**config.mk**
```make
export PLATFORM = sky130hd
export DESIGN_NAME = varint_delta_decoder
export DESIGN_NICKNAME = d
export VERILOG_FILES = /design/src/hdl/vdd_pkg.sv /design/src/hdl/vdd_in_stage.sv /design/src/hdl/vdd_core.sv /design/src/hdl/varint_delta_decoder.sv
export SDC_FILE = /design/constraint.sdc
export NUM_CORES = 1
export LEC_CHECK = 0
export BUFFER_PORTS_ARGS = -buffer_cell sky130_fd_sc_hd__buf_2
export CELL_PAD_IN_SITES_DETAIL_PLACEMENT = 0
export CELL_PAD_IN_SITES_GLOBAL_PLACEMENT = 2
export CORE_MARGIN = 1
export CORE_UTILIZATION = 37
export DETAILED_ROUTE_END_ITERATION = 16
export MAX_ROUTING_LAYER = met4
export PLACE_DENSITY_LB_ADDON = 0.25
export SLEW_MARGIN = 40
export SYNTH_ARGS = -nofsm -noshare
export SYNTH_HDL_FRONTEND = slang
export SYNTH_SLANG_ARGS = --single-unit
```
**constraint.sdc**
```tcl
create_clock -name clk -period 8.4 [get_ports clk]
set_input_delay 1.26 -clock clk [delete_from_list [all_inputs] [get_ports clk]]
set_output_delay 1.26 -clock clk [all_outputs]
set_load 0.005 [all_outputs]
```
**src/hdl/vdd_pkg.sv**
```systemverilog
// Shared types, constants and the width helper function of the varint delta decoder.
`timescale 1ns / 1ps

package vdd_pkg;

    localparam int NUM_SLOTS_DEF = 8;
    localparam int IN_DATA_W     = 8;
    localparam int IN_USER_W     = 7;
    localparam int VALUE_W       = 64;
    localparam int NARROW_W      = 32;
    localparam int COUNT_W       = 4;
    localparam int BITPOS_W      = 7;
    localparam int SLOT_FIELD_W  = 3;
    localparam int OUT_DATA_W    = 72;
    localparam int CONT_BIT      = 7;

    localparam logic                CMD_DATA  = 1'b0;
    localparam logic                CMD_CLEAR = 1'b1;
    localparam logic [COUNT_W-1:0]  COUNT_MAX = 4'd15;

    typedef struct packed {
        logic                    cmd;
        logic [IN_DATA_W-1:0]    data_byte;
        logic                    signed_mode;
        logic                    wide_mode;
        logic [SLOT_FIELD_W-1:0] delta_slot;
        logic                    accumulate;
    } vdd_item_t;

    // Cuts a value to the selected result width, sign- or zero-extending in 32-bit mode.
    function automatic logic [VALUE_W-1:0] fit_width(
        input logic [VALUE_W-1:0] v,
        input logic               wide,
        input logic               sgn
    );
        logic [VALUE_W-1:0] r;
        if (wide)
        begin
            r = v;
        end
        else
        begin
            r = {{(VALUE_W-NARROW_W){sgn & v[NARROW_W-1]}}, v[NARROW_W-1:0]};
        end
        return r;
    endfunction

endpackage

```
**src/hdl/vdd_in_stage.sv**
```systemverilog
// Input register of the decoder, with reduction of the slot select to the slot count.
`timescale 1ns / 1ps

module vdd_in_stage #(
    parameter int NUM_SLOTS = vdd_pkg::NUM_SLOTS_DEF,
    parameter int SLOT_W    = (NUM_SLOTS > 1) ? $clog2(NUM_SLOTS) : 1
) (
    input  logic               clk,
    input  logic               rst_n,
    input  logic               s_tvalid,
    output logic               s_tready,
    input  vdd_pkg::vdd_item_t s_item,
    input  logic               go,
    output logic               item_valid,
    output vdd_pkg::vdd_item_t item,
    output logic [SLOT_W-1:0]  slot_idx
);

    localparam int MOD_W = $clog2(NUM_SLOTS + 8) + 1;

    logic               in_valid_reg;
    logic               in_valid_next;
    vdd_pkg::vdd_item_t item_reg;
    logic [SLOT_W-1:0]  slot_reg;
    logic [MOD_W-1:0]   slot_mod;
    logic               load;

    assign s_tready = !in_valid_reg || go;
    assign load     = s_tvalid && s_tready;

    always_comb
    begin
        slot_mod = MOD_W'(s_item.delta_slot);
        for (int k = 0; k < 8; k++)
        begin
            if (slot_mod >= MOD_W'(NUM_SLOTS))
            begin
                slot_mod = slot_mod - MOD_W'(NUM_SLOTS);
            end
        end
    end

    always_comb
    begin
        if (load)
        begin
            in_valid_next = 1'b1;
        end
        else if (go)
        begin
            in_valid_next = 1'b0;
        end
        else
        begin
            in_valid_next = in_valid_reg;
        end
    end

    always_ff @(posedge clk or negedge rst_n)
    begin
        if (!rst_n)
        begin
            in_valid_reg <= 1'b0;
        end
        else
        begin
            in_valid_reg <= in_valid_next;
        end
    end

    always_ff @(posedge clk)
    begin
        if (load)
        begin
            item_reg <= s_item;
            slot_reg <= slot_mod[SLOT_W-1:0];
        end
    end

    assign item_valid = in_valid_reg;
    assign item       = item_reg;
    assign slot_idx   = slot_reg;

endmodule

```
**src/hdl/vdd_core.sv**
```systemverilog
// Varint decode state, delta accumulators and result register.
`timescale 1ns / 1ps

module vdd_core #(
    parameter int NUM_SLOTS = vdd_pkg::NUM_SLOTS_DEF,
    parameter int SLOT_W    = (NUM_SLOTS > 1) ? $clog2(NUM_SLOTS) : 1
) (
    input  logic                          clk,
    input  logic                          rst_n,
    input  logic                          item_valid,
    input  vdd_pkg::vdd_item_t            item,
    input  logic [SLOT_W-1:0]             slot_idx,
    output logic                          go,
    output logic                          m_tvalid,
    input  logic                          m_tready,
    output logic [vdd_pkg::VALUE_W-1:0]   value,
    output logic [vdd_pkg::COUNT_W-1:0]   byte_count
);

    localparam logic [vdd_pkg::BITPOS_W-1:0] POS_NARROW = vdd_pkg::BITPOS_W'(vdd_pkg::NARROW_W);
    localparam logic [vdd_pkg::BITPOS_W-1:0] POS_WIDE   = vdd_pkg::BITPOS_W'(vdd_pkg::VALUE_W);
    localparam logic [vdd_pkg::BITPOS_W-1:0] POS_STEP   = 7'd7;

    logic [vdd_pkg::VALUE_W-1:0]  partial_reg;
    logic [vdd_pkg::BITPOS_W-1:0] pos_reg;
    logic                         busy_reg;
    logic                         sign_reg;
    logic                         sgn_reg;
    logic                         wide_reg;
    logic [SLOT_W-1:0]            slot_reg;
    logic                         accum_reg;
    logic [vdd_pkg::COUNT_W-1:0]  count_reg;
    logic [vdd_pkg::VALUE_W-1:0]  sums_reg [NUM_SLOTS];
    logic                         out_valid_reg;
    logic [vdd_pkg::VALUE_W-1:0]  out_value_reg;
    logic [vdd_pkg::COUNT_W-1:0]  out_count_reg;

    logic [vdd_pkg::VALUE_W-1:0]  partial_next;
    logic [vdd_pkg::BITPOS_W-1:0] pos_next;
    logic                         sign_next;
    logic                         sgn_next;
    logic                         wide_next;
    logic [SLOT_W-1:0]            slot_next;
    logic                         accum_next;
    logic [vdd_pkg::COUNT_W-1:0]  count_next;
    logic [vdd_pkg::BITPOS_W-1:0] pos_limit;
    logic [vdd_pkg::VALUE_W-1:0]  payload;
    logic [vdd_pkg::VALUE_W-1:0]  raw_value;
    logic [vdd_pkg::VALUE_W-1:0]  fitted;
    logic [vdd_pkg::VALUE_W-1:0]  sum_next;
    logic [vdd_pkg::VALUE_W-1:0]  result;
    logic                         is_clear;
    logic                         is_last;
    logic                         emits;

    assign is_clear = (item.cmd == vdd_pkg::CMD_CLEAR);
    assign is_last  = !item.data_byte[vdd_pkg::CONT_BIT];
    assign emits    = !is_clear && is_last;
    assign go       = item_valid && (!emits || !out_valid_reg || m_tready);
    assign payload  = {57'b0, item.data_byte[6:0]};

    always_comb
    begin
        if (!busy_reg)
        begin
            sgn_next   = item.signed_mode;
            wide_next  = item.wide_mode;
            slot_next  = slot_idx;
            accum_next = item.accumulate;
            count_next = 4'd1;
            pos_limit  = POS_WIDE;
            if (item.signed_mode)
            begin
                sign_next    = item.data_byte[0];
                partial_next = {58'b0, item.data_byte[6:1]};
                pos_next     = 7'd6;
            end
            else
            begin
                sign_next    = 1'b0;
                partial_next = payload;
                pos_next     = 7'd7;
            end
        end
        else
        begin
            sgn_next   = sgn_reg;
            wide_next  = wide_reg;
            slot_next  = slot_reg;
            accum_next = accum_reg;
            sign_next  = sign_reg;
            pos_limit  = wide_reg ? POS_WIDE : POS_NARROW;
            // Earlier groups sit strictly below pos_reg, so the new group can be ORed in.
            if (pos_reg < pos_limit)
            begin
                partial_next = partial_reg | (payload << pos_reg);
            end
            else
            begin
                partial_next = partial_reg;
            end
            if (pos_reg < POS_WIDE)
            begin
                pos_next = pos_reg + POS_STEP;
            end
            else
            begin
                pos_next = pos_reg;
            end
            if (count_reg < vdd_pkg::COUNT_MAX)
            begin
                count_next = count_reg + 4'd1;
            end
            else
            begin
                count_next = count_reg;
            end
        end

        raw_value = (sgn_next && sign_next) ? ~partial_next : partial_next;
        fitted    = vdd_pkg::fit_width(raw_value, wide_next, sgn_next);
        sum_next  = vdd_pkg::fit_width(sums_reg[slot_next] + fitted, wide_next, sgn_next);
        result    = accum_next ? sum_next : fitted;
    end

    always_ff @(posedge clk or negedge rst_n)
    begin
        if (!rst_n)
        begin
            partial_reg <= '0;
            pos_reg     <= '0;
            busy_reg    <= 1'b0;
            sign_reg    <= 1'b0;
            sgn_reg     <= 1'b0;
            wide_reg    <= 1'b0;
            slot_reg    <= '0;
            accum_reg   <= 1'b0;
            count_reg   <= '0;
            for (int k = 0; k < NUM_SLOTS; k++)
            begin
                sums_reg[k] <= '0;
            end
        end
        else if (go)
        begin
            if (is_clear)
            begin
                partial_reg <= '0;
                pos_reg     <= '0;
                busy_reg    <= 1'b0;
                sign_reg    <= 1'b0;
                sgn_reg     <= 1'b0;
                wide_reg    <= 1'b0;
                slot_reg    <= '0;
                accum_reg   <= 1'b0;
                count_reg   <= '0;
                for (int k = 0; k < NUM_SLOTS; k++)
                begin
                    sums_reg[k] <= '0;
                end
            end
            else
            begin
                sgn_reg   <= sgn_next;
                wide_reg  <= wide_next;
                slot_reg  <= slot_next;
                accum_reg <= accum_next;
                if (is_last)
                begin
                    partial_reg <= '0;
                    pos_reg     <= '0;
                    busy_reg    <= 1'b0;
                    sign_reg    <= 1'b0;
                    count_reg   <= '0;
                    if (accum_next)
                    begin
                        sums_reg[slot_next] <= sum_next;
                    end
                end
                else
                begin
                    partial_reg <= partial_next;
                    pos_reg     <= pos_next;
                    busy_reg    <= 1'b1;
                    sign_reg    <= sign_next;
                    count_reg   <= count_next;
                end
            end
        end
    end

    always_ff @(posedge clk or negedge rst_n)
    begin
        if (!rst_n)
        begin
            out_valid_reg <= 1'b0;
        end
        else if (go && emits)
        begin
            out_valid_reg <= 1'b1;
        end
        else if (m_tready)
        begin
            out_valid_reg <= 1'b0;
        end
    end

    always_ff @(posedge clk)
    begin
        if (go && emits)
        begin
            out_value_reg <= result;
            out_count_reg <= count_next;
        end
    end

    assign m_tvalid   = out_valid_reg;
    assign value      = out_value_reg;
    assign byte_count = out_count_reg;

endmodule

```
**src/hdl/varint_delta_decoder.sv**
```systemverilog
// Top level of the streaming varint decoder with zigzag sign and delta accumulators.
// The block takes one input word per clock while s_tready is high, and returns one result word
// for every data byte whose continuation bit (bit 7) is clear; a clear command on tuser bit 0
// resets all accumulators and any partial varint without producing a result. Each word passes
// an input register and a result register, and with m_tready held high the sustained rate is
// one byte per cycle. A final byte waits in the input register only while an earlier result
// is held by a low m_tready. The mode bits are sampled at the first byte of each varint, and
// the slot select is taken modulo NUM_SLOTS.
`timescale 1ns / 1ps

module varint_delta_decoder #(
    parameter int NUM_SLOTS = vdd_pkg::NUM_SLOTS_DEF
) (
    input  logic                            clk,
    input  logic                            rst_n,
    input  logic                            s_tvalid,
    output logic                            s_tready,
    // From bit 0: data_byte.
    input  logic [vdd_pkg::IN_DATA_W-1:0]   s_tdata,
    // From bit 0: cmd, signed_mode, wide_mode, delta_slot (3 bits), accumulate.
    input  logic [vdd_pkg::IN_USER_W-1:0]   s_tuser,
    output logic                            m_tvalid,
    input  logic                            m_tready,
    // From bit 0: value (64 bits), byte_count (4 bits), zero padding (4 bits).
    output logic [vdd_pkg::OUT_DATA_W-1:0]  m_tdata
);

    localparam int SLOT_W = (NUM_SLOTS > 1) ? $clog2(NUM_SLOTS) : 1;

    vdd_pkg::vdd_item_t           s_item;
    vdd_pkg::vdd_item_t           item;
    logic                         item_valid;
    logic                         go;
    logic [SLOT_W-1:0]            slot_idx;
    logic [vdd_pkg::VALUE_W-1:0]  value;
    logic [vdd_pkg::COUNT_W-1:0]  byte_count;

    always_comb
    begin
        s_item.cmd         = s_tuser[0];
        s_item.data_byte   = s_tdata;
        s_item.signed_mode = s_tuser[1];
        s_item.wide_mode   = s_tuser[2];
        s_item.delta_slot  = s_tuser[5:3];
        s_item.accumulate  = s_tuser[6];
    end

    vdd_in_stage #(
        .NUM_SLOTS (NUM_SLOTS),
        .SLOT_W    (SLOT_W)
    ) u_in_stage (
        .clk        (clk),
        .rst_n      (rst_n),
        .s_tvalid   (s_tvalid),
        .s_tready   (s_tready),
        .s_item     (s_item),
        .go         (go),
        .item_valid (item_valid),
        .item       (item),
        .slot_idx   (slot_idx)
    );

    vdd_core #(
        .NUM_SLOTS (NUM_SLOTS),
        .SLOT_W    (SLOT_W)
    ) u_core (
        .clk        (clk),
        .rst_n      (rst_n),
        .item_valid (item_valid),
        .item       (item),
        .slot_idx   (slot_idx),
        .go         (go),
        .m_tvalid   (m_tvalid),
        .m_tready   (m_tready),
        .value      (value),
        .byte_count (byte_count)
    );

    assign m_tdata = {4'b0, byte_count, value};

endmodule

```
# == After elaboration in Yosys (flattened, before gate mapping) ==
# Cells that the tools add are included.
# word_totals
regBits,680
in_bits,19
output_inout_bits,74
# classes
n_addsub,3
order_cmp,5
n_eq_ne,2
n_shift,1
muxes,46
n_bitwise,5
reduce_logical,19
# op_table
cell,n
512-bit two-way mux,3
64-bit two-way mux,11
512-bit bitwise mux,1
64-bit binary-select mux with 3-bit select,1
64-bit demux with 3-bit select,1
64-bit adder,1
64-bit inverter,1
64-bit OR,1
7-bit by 7-bit << shifter with 64-bit output,1
7-bit two-way mux,6
1-bit two-way mux,17
4-bit two-way mux,4
"7-bit by 3-bit adder with 7-bit output, second input constant",1
7-bit less-than comparator,1
"7-bit less-than comparator, second input constant",1
1-bit logical AND,6
3-bit two-way mux,2
2-bit nonzero test,3
1-bit logical NOT,5
"4-bit by 1-bit adder with 4-bit output, second input constant",1
"4-bit greater-or-equal comparator, second input constant",1
"4-bit by 1-bit less-than comparator with 1-bit output, second input constant",1
"4-bit less-than comparator, second input constant",1
"4-bit != test, second input constant",1
other kinds (6),9

# == Longest topological paths before layout ==
# Gate-level depths: netlist of run 1.
# depth
word_depth,15
ltp_mapped,22

# == Cells and area by module ==
# A second synthesis of run 1 with hierarchy kept.
# unflattened
hier_cells,3298
area_unflattened_um2,33044.2
# modules_own_cells
mod,n_inst,cells_each,area_per_inst_um2,seq_area_each_um2
vdd_core,1,3271,32483.7,16956.3
vdd_in_stage,1,22,526.8,475.5
varint_delta_decoder,1,5,33.8,0.0

# == Least setup slack after synthesis of run 1 ==
# OpenSTA, ideal clock, no wires.
# synth_path
path_kind,input port to flip-flop
startpoint,input m_tready
endpoint,register u_core.sums_reg[60] in the netlist's numbering
arrival_time_ns,8.486
path_slack_ns,-0.170
cell_stages,9
path_buffers,1
cell_sequence,nand2b_1 -> nor3_1 -> nand2b_1 -> nor3_1 -> o21ai_1 -> nor2_1 -> nand2_1 -> clkbuf_1 -> o21ai_0
# synth_via
elab_chain_len,3
# synth_rtl
item,line,text
start: declaration,varint_delta_decoder.sv:23,"input logic m_tready,"
1-bit logical OR,vdd_core.sv:59,assign go = item_valid && (!emits || !out_valid_reg || m_tready);
1-bit logical AND,vdd_core.sv:59,
3-bit AND reduction (no line),-,
end signal: indexed assignment,vdd_core.sv:177,sums_reg[slot_next] <= sum_next;
end: declaration,vdd_core.sv:33,logic [vdd_pkg::VALUE_W-1:0] sums_reg [NUM_SLOTS];
# Every way passes these cells.
# A chain may end at the register's enable or synchronous reset.

# == Worst setup path in the final report of run 1 ==
# layout_path
startpoint,register u_core.busy_reg
endpoint,register u_core.out_value_reg (netlist bit u_core.value[60]) (data pin)
# layout_via
elab_chain_len,9
word_cells_on_any_way,19
classes_between,add/sub: 1; mux: 13; bitwise: 4; reduce/logical: 1
# layout_rtl
item,line,text
start: declaration,vdd_core.sv:26,logic busy_reg;
start signal: assignment,vdd_core.sv:132,busy_reg <= 1'b0;
start signal: assignment,vdd_core.sv:150,busy_reg <= 1'b0;
start signal: assignment,vdd_core.sv:172,busy_reg <= 1'b0;
3-bit two-way mux,vdd_core.sv:64,if (!busy_reg)
3-bit inverter with 4-bit output (not written as such),vdd_core.sv:122,"sum_next = vdd_pkg::fit_width(sums_reg[slot_next] + fitted, wide_next, sgn_next);"
64-bit binary-select mux with 3-bit select,vdd_core.sv:122,
64-bit two-way mux (not written as such) (2 in a row),vdd_core.sv:122,
64-bit adder,vdd_core.sv:122,
1-bit bitwise AND,vdd_pkg.sv:43,"r = {{(VALUE_W-NARROW_W){sgn & v[NARROW_W-1]}}, v[NARROW_W-1:0]};"
64-bit two-way mux,vdd_pkg.sv:37,if (wide)
64-bit two-way mux (*),vdd_core.sv:123,result = accum_next ? sum_next : fitted;
"net u_core.result, one bit",vdd_core.sv:51,logic [vdd_pkg::VALUE_W-1:0] result;
end signal: assignment,vdd_core.sv:212,out_value_reg <= result;
end: declaration,vdd_core.sv:35,logic [vdd_pkg::VALUE_W-1:0] out_value_reg;
# The timed path passes the listed nets; every way through them passes the cells marked *. The select of a mux whose other input is x is not followed.

==> flow_summary.yaml, run 1 <==
yosys:
  synth-adder-area-share_pct: 2.54
  synthXorXnorAreaFrac_pct: 3.11
  synth_area_leaders: "dfrtp_1 (44%), a22o_1 (9.0%), edfxtp_1 (7.4%)"
  yosys.area_share.simple_pct: 11.9
  syn_inst: 3391
  synth_cell_type_count: 93
  synth_compound_area_share_pct: 26.1
  synth_most_common_cell: "dfrtp_1"
  yosys_warnings: 0
  synth_largest_area_cell: "dfrtp_1"
  postSynthAreaPerCell_sq_um: 9.96
  synthTopCellsByCount: "dfrtp_1 (597), nand2_1 (500), a22o_1 (348)"
  muxShareOfSynthArea_pct: 1.11
  synthArstFlopShare_pct: 87.8
  synth_edf_count: 83
  syn_area_sq_mm: 0.0338
  synth-seq-area-share_pct: 51.6
  synthFlopType: "dfrtp_1"
  ys_seq_elements: 680
  synth_top_family_by_area: "compound AO/OA/AOI/OAI gates"
  yosysTopAreaCellShare_pct: 44.2
die:
  rows: 110
  core_area_sq_mm: 0.0903
  die_h_um: 304
  design.die.area_sq_mm: 0.0925
  top_level_ports: 93
  start_util_pct: 37.4
  chipWidth_um: 304
global_route:
  grt_pass1_vias: 29100
  grt_pass1_wl_mm: 209
  grt_start_max_net_pins: 156
  antenna_found_initial: 5
  gr-total-overflow: 0
  grt_usage_pct: 31.4
power:
  peakVddDrop_v: 0.000133
  switchingPower_mw: 3.05
  clkPwrFrac_pct: 37.6
  power_density_mw_per_mm2: 234
  power_mw: 9.07
  p_leak_nw: 17.1
  share_seq_of_total_power_pct: 40.0
  comb_power_share_pct: 22.4
  p_int_mw: 6.02
  swShare_pct: 33.6
sta:
  clock.fmax_ghz: 0.141
  fin_crit_sh_pct: 84.3
  fin_crit_ns: 7.08
  report.final.slew_viol_count: 0
  relSlewSlack_pct: 36.2
  skew_ns: 0.0356
  setup_tns_ns: 0
  setup_violations: 0
  rsz0062_at_grt: "no"
  tightest_slew_ns: 0.957
  finalHoldViolCount: 0
routing:
  antenna_left: 0
  drc: 0
  wirelength_mm: 143
  via_per_inst: 6.35
  drtPass1Iterations: 6
  first_iter_violations: 3345
  vias: 29500
  wire_per_inst_um: 30.8
place:
  gp_congestion: 0.935
  port-buffer-count: 88
  hpwlAfterDp_mm: 94.7
clock_tree:
  clkLatencyLatePin_ns: 0.66
  cts_hold_buf: 0
  cts_tree: "yes"
  cts_buffers: 78
  clkTransAtPathRegs_ns: 0.06
  htreeDepth: 3
  post_cts_buffers: 0
  cts-resized-gates: 0
  clockBufferDepth: 3
  clock-root-buffer: "clkbuf_16"
  numClockSinks: 680
worst_hold_path:
  hold_start: "u_core.partial_reg[45]"
  min_path_type: "flop to flop"
setup_path:
  r2r-start: "u_core.busy_reg"
  crit_path_end_kind: "flop"
  cp.required_ns: 8.75
  cp-start-kind: "flop"
  cp.arrival_ns: 7.43
  crit_type: "flop to flop"
  cp_max_fo: 23
  startpoint: "u_core.busy_reg"
layout:
  areaGrowthSynthToFinish_pct: 14.6
  drive_above_1_share_pct: 12.4
  largest_reg_flops: 512
  nNetsFinal: 3497
job:
  max_cap_violations: 0
status:
  status: "finished clean"
==> power groups by stage <==
stage / Clock [mW] / Combinational [mW] / Sequential, mW
after floorplan: 0 / 1.16 / 3.63
after global placement: 0 / 1.93 / 3.68
after detailed placement: 0 / 1.99 / 3.68
after CTS: 3.47 / 2.00 / 3.62
after global routing: 3.60 / 2.15 / 3.64
final: 3.41 / 2.03 / 3.63
==> cell families (layout without fill, tap and decap cells) <==
family	after synthesis	after routing
xor gates and xnor gates	120	120
and+or+nand+nor	924	924
buffers and inverters	283	362
adders and majority gates	68	68
other	1	6
DFF	680	680
AOI/OAI and AO/OA	1280	1280
muxes	35	35
==> worst max-delay path, cell delays in order (launching register included) <==
cell and delay [ns]:
dfrtp_2 0.82, mux2_2 0.56, nor2_1 0.69, nand2_1 0.78, o22a_1 0.40, o221ai_1 0.08
nor3_1 0.10, ha_1 0.51, nand2_1 0.17, or2_2 0.34, a2111oi_2 0.70, nor2_1 0.23
o21a_1 0.30, o21ai_1 0.34, nand4_1 0.14, o211ai_1 0.35, o2bb2ai_1 0.21
==> worst paths after layout <==
kind / end / slack (ns) / cells after the start
min in group asynchronous: u_core.pos_reg[0] / 0.51 / 1
min: u_core.partial_reg[45] / 0.47 / 2
max in group asynchronous: u_core.sums_reg[279] / 6.09 / 5
min reg2reg: u_core.partial_reg[45] / 0.47 / 2
max reg2reg: u_core.value[60] / 1.32 / 16
max: u_core.value[60] / 1.32 / 16
==> placed cells by master (no fill, tap or decap), types with 83 or more instances in the layout <==
cell type	n
a21oi_1	179
nor2_1	159
o21ai_0	334
dfrtp_1	596
a22oi_1	93
edfxtp_1	83
buf_2	87
nand2_1	492
o22ai_1	92
a22o_1	348
==> routing by layer <==
layer	routed length (um)	track usage (%)	share of wire, %	vias up
li1	-	-	-	12600
met1	62700	42.8	44	15300
met2	65800	48.0	46	1384
met3	9540	4.06	6.6	243
met4	5400	11.5	3.8	0
met5	0	-	0	-
==> area by class of cell <==
type | count | area [sq um]
Clock buffer | 116 | 2280
Timing Repair Buffer | 186 | 1490
Clock inverter | 27 | 263
Sequential cell | 680 | 17400
Tap cell | 1176 | 1470
Antenna cell | 2 | 5.00
Inverter | 33 | 124
Fill cell | 8699 | 51600
Multi-Input combinational cell | 2431 | 15600
==> stage by stage <==
step	std cells	hold slack, ns	util (%)	area [sq um]	setup WS [ns]
floorplan	3394	0.445	-	33800	2.33
global placement	4489	0.456	39.4	35500	1.60
detailed placement	4504	0.466	39.9	36100	1.52
CTS	4647	0.478	42.8	38600	1.49
global route	4650	0.497	42.9	38700	1.22
finish	4651	0.474	42.9	38700	1.32
Note: power is estimated with default switching activity, not from simulation.
==> run 2: changes to the inputs <==
- CORE_UTILIZATION: 37 -> 41
- clock period: 8.4 -> 6.75 ns (I/O delays scaled with it)
==> flow_summary.yaml, run 2 (synthesis gave the netlist of run 1 again) <==
status:
  status: "finished clean"
global_route:
  grt_start_max_net_pins: 105
  antenna_found_initial: 2
  use_met2_pct: 50.0
  grt_usage_pct: 33.2
  grtUsageMet1_pct: 44.5
  use_met3_pct: 5.10
  grt_pass1_wl_mm: 199
  gr-total-overflow: 0
  top_usage_layer: "met2"
  grt_pass1_vias: 29100
layout:
  finalInstanceArea_sq_mm: 0.0392
  layout_common_cells: "dfrtp_1 (596), nand2_1 (499), a22o_1 (348), o21ai_0 (337), a21oi_1 (178)"
  drive_above_1_share_pct: 13.9
  final_common_cell: "dfrtp_1"
  finish.utilization_pct: 48.4
  largest_reg_flops: 512
  num-fill-cells: 7505
  nNetsFinal: 3587
  areaGrowthSynthToFinish_pct: 16.2
die:
  core_area_sq_mm: 0.0811
  chipWidth_um: 289
  die_h_um: 289
  design.die.area_sq_mm: 0.0835
  rows: 104
  top_level_ports: 93
  start_util_pct: 41.7
clock_tree:
  cts_buffers: 78
  cts-resized-gates: 0
  clock-root-buffer: "clkbuf_16"
  clkTransAtPathRegs_ns: 0.06
  post_cts_buffers: 0
  htreeDepth: 3
  clkLatencyLatePin_ns: 0.65
  clockBufferDepth: 3
  cts_tree: "yes"
  cts_hold_buf: 0
  numClockSinks: 680
sta:
  rsz0062_at_grt: "no"
  report.final.slew_viol_count: 0
  fin_crit_sh_pct: 95.8
  setup_violations: 0
  whs_ns: 0.284
  skew_ns: 0.0325
  tightest_slew_ns: 0.863
  setup_tns_ns: 0
  finalHoldViolCount: 0
  relSlewSlack_pct: 41.9
  fin_crit_ns: 6.47
  clock.fmax_ghz: 0.155
setup_path:
  cp-start-kind: "flop"
  cpPeakStageDelay_ns: 0.71
  crit_chain: "mux2_2 > nor2_1 > a21oi_1 > nand2_1 > o21ai_0 > buf_4 > a31oi_1 > nor2_1 > xor2_1 > ha_1 > a21o_1 > o21a_1 > a311oi_1 > a21oi_1 > nor2_1 > o21a_1 > o21ai_1 > buf_4 > o21ai_1 > buf_4 > a22o_1"
  cp.arrival_ns: 7.03
  r2r_slack_ns: 0.28
  crit_slowest_cell: "o21ai_0"
  cp.required_ns: 7.32
  cp_max_fo: 11
  crit_type: "flop to flop"
  crit_path_end_kind: "flop"
routing:
  drc: 0
  first_iter_violations: 3391
  via_per_inst: 6.39
  vias: 29500
  wire_per_inst_um: 29.2
  antenna_left: 0
  wirelength_mm: 135
  drtPass1Iterations: 6
place:
  hpwlAfterDp_mm: 90.0
  gp_congestion: 0.971
  place_area_sq_mm: 0.0366
  port-buffer-count: 88
power:
  peakVddDrop_v: 0.000224
  power_density_mw_per_mm2: 293
  p_leak_nw: 17.6
  power_mw: 11.5
job:
  max_cap_violations: 0
worst_hold_path:
  min_path_type: "input port to asynchronous set/reset pin"
==> run 2: cell types whose count changed in the layout (fill, tap and decap cells not counted), sizes merged <==
| cell | before | now |
|---|---|---|
| inv | 37 | 35 |
| buf | 186 | 276 |
| clkbuf | 116 | 117 |
| diode | 2 | 1 |
| clkinv | 19 | 16 |
| bufinv | 2 | 4 |
==> run 2: critical path, delay by kind of cell (launching register included) <==
family,cells,cell delay [ns]
AOI/OAI and AO/OA,11,3.03
and+or+nand+nor,4,0.84
buffers and inverters,3,0.68
DFF,1,0.67
xor gates and xnor gates,1,0.46
adders and majority gates,1,0.42
muxes,1,0.29
==> run 2: path summary, 6_finish.rpt <==
| path | from | end | cells after the start |
|---|---|---|---|
| setup / recovery | u_core.pos_reg[0] | u_core.sums_reg[250] | 21 |
| hold / removal | rst_n | u_core.partial_reg[27] | 1 |
| setup reg to reg | u_core.pos_reg[0] | u_core.sums_reg[250] | 21 |
| hold reg to reg | u_core.partial_reg[35] | u_core.partial_reg[35] | 2 |
| max in group asynchronous | rst_n | u_core.sums_reg[497] | 4 |
| min in group clk | u_core.partial_reg[35] | u_core.partial_reg[35] | 2 |
==> run 2: power breakdown <==
| group | switching (mW) | internal, mW |
|---|---|---|
| Clock | 1.83 | 2.52 |
| Combinational | 1.85 | 0.811 |
| Sequential | 0.135 | 4.37 |
| Total | 3.82 | 7.69 |
==> run 2: cell type report <==
class	instances	area (sq um)	area share, %
flip-flops and latches	680	17400	44.4
multi-input cells	2431	15600	39.6
clock buffers	117	2280	5.81
repair buffers	276	2180	5.57
well taps	1060	1330	3.38
clock inverters	24	329	0.839
inverters	33	124	0.316
diodes	1	2.50	0.00638
==> run 2: routing by layer <==
metal / vias up / routed length [um]
met5: - / 0
met4: 0 / 6110
met3: 246 / 10500
met2: 1493 / 61100
met1: 15000 / 57100
li1: 12800 / -
==> run 2: through the flow <==
step	setup WS (ns)	std cells
after global placement	0.563	4461
after global routing	0.0909	4622
after detailed placement	0.675	4479
after CTS	0.656	4620
final	0.284	4622
after floorplan	0.923	3394
==> run 3: changes to the inputs <==
- CELL_PAD_IN_SITES_DETAIL_PLACEMENT: 0 -> 1
- CELL_PAD_IN_SITES_GLOBAL_PLACEMENT: 2 -> 1
- CORE_UTILIZATION: 41 -> 45
- PLACE_DENSITY_LB_ADDON: 0.25 -> 0.1
==> flow_summary.yaml, run 3 (synthesis gave the netlist of run 1 again) <==
power:
  clkPwrFrac_pct: 38.5
  comb_power_share_pct: 22.8
  switchingPower_mw: 3.87
  p_leak_nw: 17.5
  peakVddDrop_v: 0.000231
  swShare_pct: 33.2
  p_int_mw: 7.79
  power_mw: 11.7
  share_seq_of_total_power_pct: 38.6
  power_density_mw_per_mm2: 300
place:
  dp_worst_setup_slack_ns: 0.491
  hpwlAfterDp_mm: 90.7
  dp_cells: 4365
  gp_congestion: 0.960
  place_area_sq_mm: 0.0361
  port-buffer-count: 88
sta:
  report.final.slew_viol_count: 0
  tightest_slew_ns: 0.978
  fin_crit_sh_pct: 96.6
  clock.fmax_ghz: 0.153
  setup_tns_ns: 0
  rsz0062_at_grt: "no"
  setup_slack_ns: 0.232
  fin_crit_ns: 6.52
  whs_ns: 0.242
  skew_ns: 0.0407
  setup_violations: 0
  finalHoldViolCount: 0
  relSlewSlack_pct: 34.2
setup_path:
  cp_max_fo: 11
  rr_worst_depth: 18
  r2r-start: "u_core.pos_reg[0]"
  r2r_slack_ns: 0.23
  cp.required_ns: 7.13
  crit_buf_inv: 0
  crit_path_end_kind: "flop"
  cp.arrival_ns: 6.90
  rr_endpoint: "u_core.value[54]"
  crit_slowest_cell: "dfrtp_1"
  path_delay_family: "compound AO/OA/AOI/OAI gates"
  crit_chain: "mux2i_1 > mux2i_1 > o2bb2ai_1 > a22oi_1 > nor2_1 > o21ai_0 > xnor2_1 > ha_1 > nand4_1 > nor3_1 > nand3_1 > nor2_1 > o2111a_1 > nor3_1 > o21ai_1 > xor2_1 > nor2_1 > o21ai_0"
  cp-start-kind: "flop"
  cpPeakStageDelay_ns: 0.66
  crit_type: "flop to flop"
  crit_top_cell: "nor2_1"
routing:
  drtPass1Iterations: 6
  wirelength_mm: 137
  first_iter_violations: 2706
  vias: 29600
  antenna_left: 0
  wire_per_inst_um: 30.5
  drc: 0
  via_per_inst: 6.57
layout:
  final_cells: 4511
  drive_above_1_share_pct: 13.9
  nNetsFinal: 3564
  layout_common_cells: "dfrtp_1 (596), nand2_1 (499), a22o_1 (348), o21ai_0 (337), a21oi_1 (177)"
  largest_reg_flops: 512
  finish.utilization_pct: 52.4
  num-fill-cells: 8108
  areaGrowthSynthToFinish_pct: 15.3
  finalInstanceArea_sq_mm: 0.0389
  seqCellArea_sq_mm: 0.0174
  multi_input_area_sq_mm: 0.0156
  final_common_cell: "dfrtp_1"
global_route:
  grt_pass1_vias: 31000
  antenna_found_initial: 1
  grt_usage_pct: 37.6
  grt_start_max_net_pins: 102
  gr-total-overflow: 0
  grt_pass1_wl_mm: 206
clock_tree:
  post_cts_buffers: 0
  cts-resized-gates: 0
  cts_buffers: 78
  clkLatencyLatePin_ns: 0.66
  cts_tree: "yes"
  numClockSinks: 680
  htreeDepth: 3
  clockBufferDepth: 3
  clkTransAtPathRegs_ns: 0.06
  cts_hold_buf: 0
  clock-root-buffer: "clkbuf_16"
die:
  chipWidth_um: 276
  core_area_sq_mm: 0.0743
  rows: 100
  die_h_um: 276
  top_level_ports: 93
  design.die.area_sq_mm: 0.0762
  start_util_pct: 45.5
status:
  status: "finished clean"
worst_hold_path:
  min_path_type: "input port to asynchronous set/reset pin"
job:
  max_cap_violations: 0
[run 3: cell count changes in the layout (fill, tap and decap cells not counted), sizes merged]
cell	delta
bufinv	+2
clkinv	+5
clkinvlp	-1
clkbuf	-4
buf	-23
inv	+1
[run 3: final cells by class]
class	count	share of cell area [%]
flip-flops and latches	680	44.8
diodes	1	0.00643
repair buffers	253	4.82
multi-input cells	2431	40.0
clock buffers	113	5.93
inverters	33	0.318
well taps	969	3.11
clock inverters	31	1.05
[run 3: how the worst max path moves through the flow]
stage	from	to	slack, ns	cells after the start
5_1_grt	u_core.pos_reg[0]	u_core.sums_reg[118]	0.02	18
6_report	u_core.pos_reg[0]	u_core.value[54]	0.23	18
2_1_floorplan	m_tready	u_core.sums_reg[14]	0.92	8
3_5_place_dp	u_core.pos_reg[0]	u_core.value[61]	0.49	19
3_3_place_gp	u_core.pos_reg[0]	u_core.value[29]	0.53	19
4_1_cts	u_core.pos_reg[0]	u_core.value[61]	0.41	19
[run 3: power by group through the flow]
stage / clock [mW] / combinational (mW) / sequential (mW)
floorplan: 0 / 1.44 / 4.52
global placement: 0 / 2.51 / 4.56
detailed placement: 0 / 2.60 / 4.57
CTS: 4.55 / 2.62 / 4.50
global route: 4.70 / 2.82 / 4.52
finish: 4.49 / 2.66 / 4.51
[run 3: metal layers]
metal | wire [um] | global-route usage (%) | part of all wire [%] | vias up
li1 | - | - | - | 12700
met1 | 57200 | 48.1 | 42 | 15500
met2 | 63200 | 57.7 | 46 | 1152
met3 | 8750 | 5.88 | 6.4 | 314
met4 | 8280 | 19.5 | 6.0 | 0
met5 | 0 | - | 0 | -
